**config.mk**
```make
export PLATFORM = sky130hd
export DESIGN_NAME = sliding_ordinal_pattern_rank
export DESIGN_NICKNAME = d
export VERILOG_FILES = /design/src/rtl/sopr_pkg.sv /design/src/rtl/sopr_cell.sv /design/src/rtl/sopr_apb.sv /design/src/rtl/sliding_ordinal_pattern_rank.sv
export SDC_FILE = /design/constraint.sdc
export NUM_CORES = 1
export LEC_CHECK = 0
export BUFFER_PORTS_ARGS = -buffer_cell sky130_fd_sc_hd__buf_2
export CAP_MARGIN = 20
export CORE_UTILIZATION = 65
export CTS_CLUSTER_DIAMETER = 100
export DETAILED_ROUTE_END_ITERATION = 8
export HOLD_SLACK_MARGIN = 0.12
export PLACE_DENSITY = 0.84
export SLEW_MARGIN = 30
export SYNTH_ARGS = -nofsm -noshare
export SYNTH_HDL_FRONTEND = slang
export SYNTH_SLANG_ARGS = --single-unit
export TNS_END_PERCENT = 50
```
**constraint.sdc**
```tcl
create_clock -name clk -period 7.1 [get_ports clk]
set_clock_uncertainty 0.05 [all_clocks]
set_input_delay 0 -clock clk [delete_from_list [all_inputs] [get_ports clk]]
set_output_delay 0 -clock clk [all_outputs]
set_load 0.02 [all_outputs]
```
**src/rtl/sopr_pkg.sv**
```systemverilog
// Shared widths, register codes and the factorial weight table for the ordinal pattern ranker.
package sopr_pkg;

	localparam int LEN_W   = 4;
	localparam int CNT_W   = 4;
	localparam int IDX_W   = 22;
	localparam int DATA_W  = 32;
	localparam int PADDR_W = 3;

	localparam logic [LEN_W-1:0] LEN_RESET = 4'd3;
	localparam logic [LEN_W-1:0] LEN_MIN   = 4'd2;

	// register index, taken from paddr above the byte offset
	localparam logic REG_PATTERN_LENGTH = 1'b0;

	typedef struct packed {
		logic load;
		logic clear;
	} cell_ctl_t;

	function automatic logic [IDX_W-1:0] fact(input int p);
		logic [IDX_W-1:0] f;
		case (p)
			0:       f = 22'd1;
			1:       f = 22'd1;
			2:       f = 22'd2;
			3:       f = 22'd6;
			4:       f = 22'd24;
			5:       f = 22'd120;
			6:       f = 22'd720;
			7:       f = 22'd5040;
			8:       f = 22'd40320;
			9:       f = 22'd362880;
			default: f = 22'd0;
		endcase
		return f;
	endfunction

endpackage

```
**src/rtl/sopr_cell.sv**
```systemverilog
// One window cell: holds a sample and the count of newer samples that are smaller.
module sopr_cell #(
	parameter int POS         = 0,
	parameter int SAMPLE_BITS = 16
) (
	input  logic                         clk,
	input  logic                         arst_n,
	input  sopr_pkg::cell_ctl_t          ctl,
	input  logic [SAMPLE_BITS-1:0]       sample,
	input  logic [SAMPLE_BITS-1:0]       prev_val,
	input  logic [sopr_pkg::CNT_W-1:0]   prev_cnt,
	input  logic [sopr_pkg::LEN_W-1:0]   eff_len,
	output logic [SAMPLE_BITS-1:0]       val,
	output logic [sopr_pkg::CNT_W-1:0]   cnt,
	output logic [sopr_pkg::IDX_W-1:0]   term
);

	logic [SAMPLE_BITS-1:0]     val_q;
	logic [sopr_pkg::CNT_W-1:0] cnt_q;

	// the incoming sample is newer than the one passing through: count it if smaller
	always_ff @(posedge clk or negedge arst_n) begin
		if (!arst_n) begin
			val_q <= '0;
			cnt_q <= '0;
		end else if (ctl.load) begin
			if (ctl.clear && (POS != 0)) begin
				val_q <= '0;
				cnt_q <= '0;
			end else begin
				val_q <= prev_val;
				cnt_q <= prev_cnt + sopr_pkg::CNT_W'(sample < prev_val);
			end
		end
	end

	assign val  = val_q;
	assign cnt  = cnt_q;
	assign term = (sopr_pkg::LEN_W'(POS) < eff_len)
		? sopr_pkg::IDX_W'(cnt_q) * sopr_pkg::fact(POS) : '0;

endmodule

```
**src/rtl/sopr_apb.sv**
```systemverilog
// Configuration register port: pattern length register and its clamped effective value.
module sopr_apb #(
	parameter int MAX_LEN = 10
) (
	input  logic                          clk,
	input  logic                          arst_n,
	input  logic                          psel,
	input  logic                          penable,
	input  logic                          pwrite,
	input  logic [sopr_pkg::PADDR_W-1:0]  paddr,
	input  logic [sopr_pkg::DATA_W-1:0]   pwdata,
	output logic [sopr_pkg::DATA_W-1:0]   prdata,
	output logic                          pready,
	output logic [sopr_pkg::LEN_W-1:0]    eff_len
);

	logic [sopr_pkg::LEN_W-1:0] len_q;
	logic                       reg_idx;

	assign pready  = 1'b1;
	assign reg_idx = paddr[sopr_pkg::PADDR_W-1];

	always_ff @(posedge clk or negedge arst_n) begin
		if (!arst_n) begin
			len_q <= sopr_pkg::LEN_RESET;
		end else if (psel && penable && pwrite && pready
			&& (reg_idx == sopr_pkg::REG_PATTERN_LENGTH)) begin
			len_q <= pwdata[sopr_pkg::LEN_W-1:0];
		end
	end

	always_comb begin
		unique case (reg_idx)
			sopr_pkg::REG_PATTERN_LENGTH: prdata = sopr_pkg::DATA_W'(len_q);
			default:                      prdata = '0;
		endcase
	end

	// clamp to the supported range
	always_comb begin
		if (len_q < sopr_pkg::LEN_MIN) begin
			eff_len = sopr_pkg::LEN_MIN;
		end else if (len_q > sopr_pkg::LEN_W'(MAX_LEN)) begin
			eff_len = sopr_pkg::LEN_W'(MAX_LEN);
		end else begin
			eff_len = len_q;
		end
	end

endmodule

```
**src/rtl/sliding_ordinal_pattern_rank.sv**
```systemverilog
// Top level: sliding window ordinal pattern ranker with cell chain and sum pipeline.
//
// Input channel: sample and restart, transferred when in_valid is high and
// in_stall is low. Output channel: pattern_index and pattern_valid, transferred
// when out_valid is high and out_stall is low. One result per input sample.
// pattern_length is written over the APB port at byte address 0.
//
// Throughput is one sample per cycle while the receiver does not stall. The
// window is a chain of MAX_LEN cells that shift on every transfer; each cell
// keeps a running count of newer, smaller samples, so the rank is a weighted
// sum of the cell counts. A result moves from the cells, which update on the
// accepting edge, through a pair-sum stage to the output register.
// Reset clears the window, the fill count and all pipeline valids, and sets
// pattern_length to 3. When the receiver stalls the output register holds;
// the stages behind it keep filling bubbles, and in_stall rises only once the
// cells hold a result that cannot move forward. restart empties the window and
// the sample of that transfer becomes its first entry.
module sliding_ordinal_pattern_rank #(
	parameter int MAX_LEN     = 10,
	parameter int SAMPLE_BITS = 16
) (
	input  logic                          clk,
	input  logic                          arst_n,
	input  logic                          in_valid,
	output logic                          in_stall,
	input  logic [SAMPLE_BITS-1:0]        sample,
	input  logic                          restart,
	output logic                          out_valid,
	input  logic                          out_stall,
	output logic [sopr_pkg::IDX_W-1:0]    pattern_index,
	output logic                          pattern_valid,
	input  logic                          psel,
	input  logic                          penable,
	input  logic                          pwrite,
	input  logic [sopr_pkg::PADDR_W-1:0]  paddr,
	input  logic [sopr_pkg::DATA_W-1:0]   pwdata,
	output logic [sopr_pkg::DATA_W-1:0]   prdata,
	output logic                          pready
);

	localparam int NPAIR = (MAX_LEN + 1) / 2;

	logic [sopr_pkg::LEN_W-1:0] eff_len;
	sopr_pkg::cell_ctl_t        ctl;

	logic [SAMPLE_BITS-1:0]     val     [MAX_LEN];
	logic [SAMPLE_BITS-1:0]     prv_val [MAX_LEN];
	logic [sopr_pkg::CNT_W-1:0] cnt     [MAX_LEN];
	logic [sopr_pkg::CNT_W-1:0] prv_cnt [MAX_LEN];
	logic [sopr_pkg::IDX_W-1:0] term    [MAX_LEN];

	logic [sopr_pkg::LEN_W-1:0] fill_q;
	logic [sopr_pkg::LEN_W-1:0] fill_base;
	logic                       vld_q;

	logic [sopr_pkg::IDX_W-1:0] psum_d  [NPAIR];
	logic [sopr_pkg::IDX_W-1:0] psum_s1 [NPAIR];
	logic                       pv_s1;
	logic                       vld_s1;
	logic [sopr_pkg::IDX_W-1:0] total;
	logic [sopr_pkg::IDX_W-1:0] idx_s2;
	logic                       pv_s2;
	logic                       vld_s2;

	logic out_go;
	logic s1_go;
	logic load1;
	logic load2;
	logic accept;

	sopr_apb #(
		.MAX_LEN (MAX_LEN)
	) u_apb (
		.clk     (clk),
		.arst_n  (arst_n),
		.psel    (psel),
		.penable (penable),
		.pwrite  (pwrite),
		.paddr   (paddr),
		.pwdata  (pwdata),
		.prdata  (prdata),
		.pready  (pready),
		.eff_len (eff_len)
	);

	// pipeline flow: a stage moves when the one ahead is empty or moving
	assign out_go   = !vld_s2 || !out_stall;
	assign s1_go    = !vld_s1 || out_go;
	assign load2    = vld_s1 && out_go;
	assign load1    = vld_q && s1_go;
	assign in_stall = vld_q && !s1_go;
	assign accept   = in_valid && !in_stall;

	assign ctl.load  = accept;
	assign ctl.clear = restart;

	for (genvar p = 0; p < MAX_LEN; p++) begin : g_cell
		if (p == 0) begin : g_head
			assign prv_val[p] = sample;
			assign prv_cnt[p] = '0;
		end else begin : g_link
			assign prv_val[p] = val[p-1];
			assign prv_cnt[p] = cnt[p-1];
		end

		sopr_cell #(
			.POS         (p),
			.SAMPLE_BITS (SAMPLE_BITS)
		) u_cell (
			.clk      (clk),
			.arst_n   (arst_n),
			.ctl      (ctl),
			.sample   (sample),
			.prev_val (prv_val[p]),
			.prev_cnt (prv_cnt[p]),
			.eff_len  (eff_len),
			.val      (val[p]),
			.cnt      (cnt[p]),
			.term     (term[p])
		);
	end

	assign fill_base = restart ? '0 : fill_q;

	always_ff @(posedge clk or negedge arst_n) begin
		if (!arst_n) begin
			fill_q <= '0;
			vld_q  <= 1'b0;
		end else begin
			if (accept) begin
				fill_q <= (fill_base < sopr_pkg::LEN_W'(MAX_LEN))
					? fill_base + sopr_pkg::LEN_W'(1) : fill_base;
			end
			if (accept) begin
				vld_q <= 1'b1;
			end else if (load1) begin
				vld_q <= 1'b0;
			end
		end
	end

	always_comb begin
		for (int i = 0; i < NPAIR; i++) begin
			psum_d[i] = term[2*i];
			if (2*i + 1 < MAX_LEN) begin
				psum_d[i] = term[2*i] + term[2*i+1];
			end
		end
	end

	always_ff @(posedge clk or negedge arst_n) begin
		if (!arst_n) begin
			vld_s1 <= 1'b0;
		end else if (s1_go) begin
			vld_s1 <= vld_q;
		end
	end

	always_ff @(posedge clk) begin
		if (load1) begin
			psum_s1 <= psum_d;
			pv_s1   <= (fill_q >= eff_len);
		end
	end

	always_comb begin
		total = '0;
		for (int i = 0; i < NPAIR; i++) begin
			total = total + psum_s1[i];
		end
	end

	always_ff @(posedge clk or negedge arst_n) begin
		if (!arst_n) begin
			vld_s2 <= 1'b0;
		end else if (out_go) begin
			vld_s2 <= vld_s1;
		end
	end

	// drop the rank while the window is short
	always_ff @(posedge clk) begin
		if (load2) begin
			idx_s2 <= pv_s1 ? total : '0;
			pv_s2  <= pv_s1;
		end
	end

	assign out_valid     = vld_s2;
	assign pattern_index = idx_s2;
	assign pattern_valid = pv_s2;

	a_fill_bound: assert property (@(posedge clk) disable iff (!arst_n)
		fill_q <= sopr_pkg::LEN_W'(MAX_LEN))
		else $error("fill count above window depth");

	a_restart_fill: assert property (@(posedge clk) disable iff (!arst_n)
		accept && restart |=> fill_q == sopr_pkg::LEN_W'(1))
		else $error("restart did not leave exactly one sample");

	a_fill_step: assert property (@(posedge clk) disable iff (!arst_n)
		accept && !restart && (fill_q < sopr_pkg::LEN_W'(MAX_LEN))
		|=> fill_q == $past(fill_q) + sopr_pkg::LEN_W'(1))
		else $error("fill count did not advance on transfer");

	a_short_zero: assert property (@(posedge clk) disable iff (!arst_n)
		out_valid && !pattern_valid |-> pattern_index == '0)
		else $error("nonzero rank for a short window");

	a_s1_hold: assert property (@(posedge clk) disable iff (!arst_n)
		vld_s1 && !out_go |=> vld_s1)
		else $error("pair-sum stage lost a result under stall");

endmodule

```
**Word level (Yosys, flattened, before mapping)**

Cells that the tools add are included.

- Bits in registers: 326
- Latch bits: 0
- Memory bits (writable): 0
- ROM bits: 0
- Input bits: 59
- Output and inout bits: 58
- Word-level logic and storage cells: 132
- Memories kept: 0

- Add/subtract/negate cells: 19
- Multipliers: 7
- Divide/modulo/power cells: 0
- $lt $le $gt $ge: 24
- Equal/unequal tests: 0
- Shifts and indexed selects: 0
- Multiplexer cells: 34
- Bitwise operators: 1
- Reductions and logical operators: 15

Operators by type and width:

| cell | count |
|---|---|
| $add 22x22->22 | 9 |
| $lt 16x16->1 | 10 |
| $mux 16 | 8 |
| $mux 4 | 15 |
| $add 4x1->4 | 8 |
| $mul 4x9->13 const B | 2 |
| $mux 22 | 1 |
| $mux 20 | 1 |
| $mux 17 | 1 |
| $lt 3x4->1 const A | 4 |
| $mul 4x12->15 const B | 1 |
| $mux 14 | 1 |
| $mul 4x2->6 const B | 2 |
| $mux 11 | 1 |
| $mul 4x6->10 const B | 1 |
| $mux 9 | 1 |
| $lt 1x4->1 const A | 2 |
| $lt 2x4->1 const A | 2 |
| $lt 4x4->1 const A | 2 |
| $mul 4x4->8 const B | 1 |
| $logic_and 1x1->1 | 7 |
| $mux 7 | 1 |
| $logic_not 1->1 | 5 |
| $mux 5 | 1 |
| other kinds (10) | 13 |

**Depth between registers and ports, before layout**

- Word-level depth: 8
- Mapped depth: 18
- Depth with buffers taken out: 18

**Modules after synthesis**

From an unflattened synthesis, not the netlist that was laid out.

- Cells, all modules: 3181
- Area total of the unflattened synthesis: 29429.5 um^2

By module, submodules not included:

| module | times used | cells each | area an instance (um^2) | seq. area each (um^2) |
|---|---|---|---|---|
| sliding_ordinal_pattern_rank | 1 | 1237 | 12311.8 | 4199.0 |
| sopr_cell (g_cell[7].u_cell) | 1 | 229 | 1965.6 | 500.5 |
| sopr_cell (g_cell[8].u_cell) | 1 | 224 | 1948.1 | 500.5 |
| sopr_cell (g_cell[9].u_cell) | 1 | 226 | 1934.4 | 500.5 |
| sopr_cell (g_cell[5].u_cell) | 1 | 204 | 1790.5 | 500.5 |
| sopr_cell (g_cell[6].u_cell) | 1 | 204 | 1778.0 | 500.5 |
| sopr_cell (g_cell[4].u_cell) | 1 | 176 | 1531.5 | 500.5 |
| sopr_cell (g_cell[3].u_cell) | 1 | 175 | 1524.0 | 500.5 |
| sopr_cell (g_cell[2].u_cell) | 1 | 165 | 1425.1 | 500.5 |
| sopr_cell (g_cell[1].u_cell) | 1 | 165 | 1422.6 | 500.5 |
| sopr_cell (g_cell[0].u_cell) | 1 | 125 | 1323.8 | 500.5 |
| sopr_apb | 1 | 51 | 474.2 | 102.6 |

**Worst setup path before layout**

OpenSTA, ideal clock, no wires.

- Path type: reg-to-reg
- From: register g_cell[8].u_cell.cnt_q (netlist bit g_cell[8].u_cell.cnt[2])
- To: register psum_s1[21] (netlist name) (data pin)
- Setup time: 0.267 ns
- Arrival: 3.785 ns
- Required time: 6.783 ns
- Path slack: 2.998 ns
- Cell stages (with the launch flop): 19
- Buffers on the path: 0
- Clock period less this slack: 4.102 ns
- Cells stage by stage: dfrtp_1 inv_1 ha_1 fa_1 inv_1 ha_1 a21o_1 a21oi_2 o21bai_1 a21oi_1 xor2_1 nor2_1 ha_1 a21o_1 a21o_1 a21oi_1 o31ai_1 o311ai_1 mux2i_1

RTL lines:

| item | line | source |
|---|---|---|
| from (decl) | sopr_cell.sv:19 | `logic [sopr_pkg::CNT_W-1:0] cnt_q;` |
| from (signal assigned) | sopr_cell.sv:32 | `cnt_q <= prev_cnt + sopr_pkg::CNT_W'(sample < prev_val);` |
| to (signal assigned) | sliding_ordinal_pattern_rank.sv:161 | `psum_s1 <= psum_d;` |
| to (decl) | sliding_ordinal_pattern_rank.sv:57 | `logic [sopr_pkg::IDX_W-1:0] psum_s1 [NPAIR];` |

==> flow_summary_export.csv <==
group,metric,value,unit
final_layout,fillers,2058,
sta,max_slew_margin,35.1,%
worst_setup_path,arrival,4820,ps
yosys,synth-seq-area-share,35.4,%
clock_tree,clkTransAtPathRegs,60,ps
yosys,synth-seq-cells,260,
sta,fin_crit_sh,64.4,%
pwr,ir_drop,0.000242,V
routing,wl_met3,1240,um
placement,placed_cells,2409,
grt,grt_first_pass_wirelength,67900,um
yosys,synth-edff-count,72,
clock_tree,clock_latency,560,ps
final_layout,multiInputGateArea,11300,um2
placement,dp_hpwl,29100,um
worst_setup_path,worst-path-max-fanout,8,
clock_tree,cts_root_buffer,"clkbuf_16",
clock_tree,cts_buffers,29,
clock_tree,cts_num_sinks,260,
sta,rsz0062_at_grt,"no",
yosys,avgSynthCellArea,9.56,um2
routing,wl_met1,17600,um
run,drv_cap,0,
routing,wire_per_inst,16.3,um
final_layout,nets,2496,
pwr,p_sw,1.57,mW
hold_path,hp-class,"in -> reg",
yosys,netlist_area,19400,um2
grt,grt_pass1_vias,14700,
routing,drt_iter0_drc,888,
final_layout,syn_to_final_growth,8.92,%
final_layout,final_common_cell,"ha_1",
sta,hold_viol_final,0,
pwr,clockPowerShare,30.9,%
pwr,swShare,33.5,%
clock_tree,tritoncts,"built",
floorplan,core.rowCount,62,
yosys,ys_warn_count,0,
routing,drt-total-wl,40600,um
placement,post-place-ws,2570,ps
floorplan,core_area,29000,um2
worst_setup_path,worst_setup_path_end_kind,"flop",
grt,antenna_found_initial,0,
yosys,yosys.cell_types.count,71,
clock_tree,htreeDepth,1,
worst_setup_path,crit_required,7350,ps
routing,ant_nets,0,
worst_setup_path,crit_path_start_kind,"flop",
grt,grt_max_degree,271,
final_layout,layout_common_cells,"ha_1 (315), nand2_1 (230), inv_1 (219), dfrtp_1 (186), o31ai_1 (131)",
pwr,powerDensity,222,nW/um2
grt,grt_overflow,0,
clock_tree,cts_resized,0,
routing,wl_met2,20500,um
sta,finalSetupTns,0,ps
routing,top_layer_used,"met4",
routing,firstDrtPassIters,5,
floorplan,start_util,66.9,%
grt,grt_usage,26.9,%
sta,setup_slack,2520,ps
yosys,syn_inst,2031,
placement,port_buffers,57,
pwr,total_power,4.69,mW
yosys,ys.flop_type,"dfrtp_1",
floorplan,ios,117,
routing,vias,14400,
clock_tree,cts_max_path_buffers,3,
final_layout,insertedDiodeCount,0,
sta,final_max_slew_viol_count,0,
routing,drc_errors,0,
sta,fmax,219,MHz
sta,period_needed,4580,ps
pwr,p_int,3.12,mW
floorplan,design.die.area,30600,um2
yosys,async_reset_ff_share,72.3,%
sta,worst_pin_slew,973,ps
floorplan,die_w,175,um
pwr,pwr-share-comb,29.8,%
placement,gp_congestion,0.873,
routing,via_per_inst,5.80,
floorplan,die_y,175,um
final_layout,utilization,72.9,%
status,status,"complete, no violations",
pwr,leakage,10.0,nW
clock_tree,postCtsSetupRepairBufs,0,
final_layout,seqCellArea,6870,um2
pwr,pwr-share-seq,39.3,%
sta,setup_viol,0,
worst_setup_path,setup.worst_path.class,"reg -> reg",
final_layout,stdcell_count,2490,
final_layout,drive_gt1_share,6.84,%
[final timing paths]
| kind | startpoint | to | slack (ps) | cells after the start |
|---|---|---|---|---|
| worst max-delay path | g_cell[8].u_cell.cnt[2]$_DFFE_PN0P_ | psum_s1[21]$_DFFE_PP_ | 2520 | 18 |
| worst min-delay path | out_stall | out_valid$_DFFE_PN0P_ | 190 | 3 |
| worst min register to register | g_cell[8].u_cell.val[3]$_DFFE_PN0P_ | g_cell[8].u_cell.val[3]$_DFFE_PN0P_ | 430 | 2 |
| min in group asynchronous | arst_n | g_cell[0].u_cell.val[9]$_DFFE_PN0P_ | 460 | 3 |
| max in group asynchronous | arst_n | g_cell[7].u_cell.val[8]$_DFFE_PN0P_ | 5160 | 5 |
| worst max register to register | g_cell[8].u_cell.cnt[2]$_DFFE_PN0P_ | psum_s1[21]$_DFFE_PP_ | 2520 | 18 |
[area by class of cell]
| class | instances | share of cell area (%) |
|---|---|---|
| multi-input cells | 1482 | 53.6 |
| flip-flops and latches | 260 | 32.5 |
| clock buffers | 41 | 3.93 |
| inverters | 219 | 3.89 |
| repair buffers | 96 | 3.42 |
| well taps | 384 | 2.27 |
| clock inverters | 8 | 0.385 |
[metrics by stage]
stage,hold slack (ps),area (um2)
after floorplan,-346,19500
after global placement,165,19900
after detailed placement,174,19900
after CTS,141,21100
after global routing,212,21100
final,190,21100
[sequential cells by signal (all words and copies together) (netlist names)]
name,cells
g_cell.u_cell.val,144
fill_q,4
u_apb.len_q,4
psum_s1,48
pattern_index,22
g_cell.u_cell.cnt,33
out_valid,1
vld_q,1
pv_s1,1
pattern_valid,1
vld_s1,1
[Yosys cell counts, types with 4 or more instances]
cell	count	area share, %
a211oi_2	4	0.26
a31oi_1	10	0.32
nand4_1	19	0.61
buf_2	21	0.54
o31ai_1	131	5.1
nor2b_1	26	0.84
a21boi_0	4	0.15
a2111oi_0	6	0.27
or2_2	7	0.23
edfxtp_1	72	11
xor2_1	27	1.2
mux2_2	4	0.23
a21o_1	73	2.8
nand2_1	231	4.5
a31o_2	4	0.18
inv_1	219	4.2
nor4_1	10	0.32
xnor2_1	51	2.3
a21oi_1	88	2.3
o21ai_1	23	0.59
o21bai_1	5	0.19
clkbuf_1	45	0.87
ha_1	315	20
o211ai_1	4	0.15
o21ai_0	72	1.9
o21a_1	12	0.46
mux2i_1	4	0.21
or3_1	12	0.39
nor3_1	26	0.67
and3_1	5	0.16
o31a_1	4	0.18
and2_1	24	0.77
nor3b_1	7	0.27
dfrtp_1	186	24
a211oi_1	12	0.46
nand3b_1	26	1.0
fa_1	34	3.5
nor2_1	97	1.9
buf_4	29	1.1
nand2b_1	21	0.68
nand3_1	14	0.36
nand4b_1	4	0.18
[worst max-delay path, cell delays in order (launching register included)]
cell      delay (ps)
dfrtp_1          520
inv_1            170
ha_1             370
fa_1             530
inv_1             50
ha_1             210
a21o_1           170
a21oi_2          170
o21bai_1         110
a21oi_1          190
xor2_1           160
nor2_1            70
ha_1             420
a21o_1           210
a21o_1           190
a21oi_1          170
o31ai_1          120
o311ai_1         310
mux2i_1          120
[power groups by stage]
stage	clock (mW)	sequential [mW]	combinational, mW
floorplan	0	1.88	0.983
global placement	0	1.87	1.29
detailed placement	0	1.88	1.35
CTS	1.47	1.85	1.39
global route	1.53	1.86	1.58
finish	1.45	1.85	1.40
[logic make-up after synthesis]
kind of cell	synth area share, %
buffers and inverters	6.83
AO/OA/AOI/OAI	16.7
XOR/XNOR	3.60
adder cells (fa/ha/maj)	23.8
multiplexers	0.496
AND/OR/NAND/NOR	13.1
other	0.0387
flip-flops	35.4
[per-layer routing]
| metal | GRT usage, % | up-vias |
|---|---|---|
| met1 | 32.9 | 6906 |
| li1 | - | 7186 |
| met3 | 2.63 | 85 |
| met4 | 9.02 | 0 |
| met2 | 49.2 | 272 |
| met5 | 0 | - |
[what timing repair did]
action | 4_1_cts | 5_1_grt
hold endpoints to repair | 179 | 64
hold buffers | 29 | 1
endpoints found under the setup margin | 0 | 0
Power figures use the tool's default switching activity.
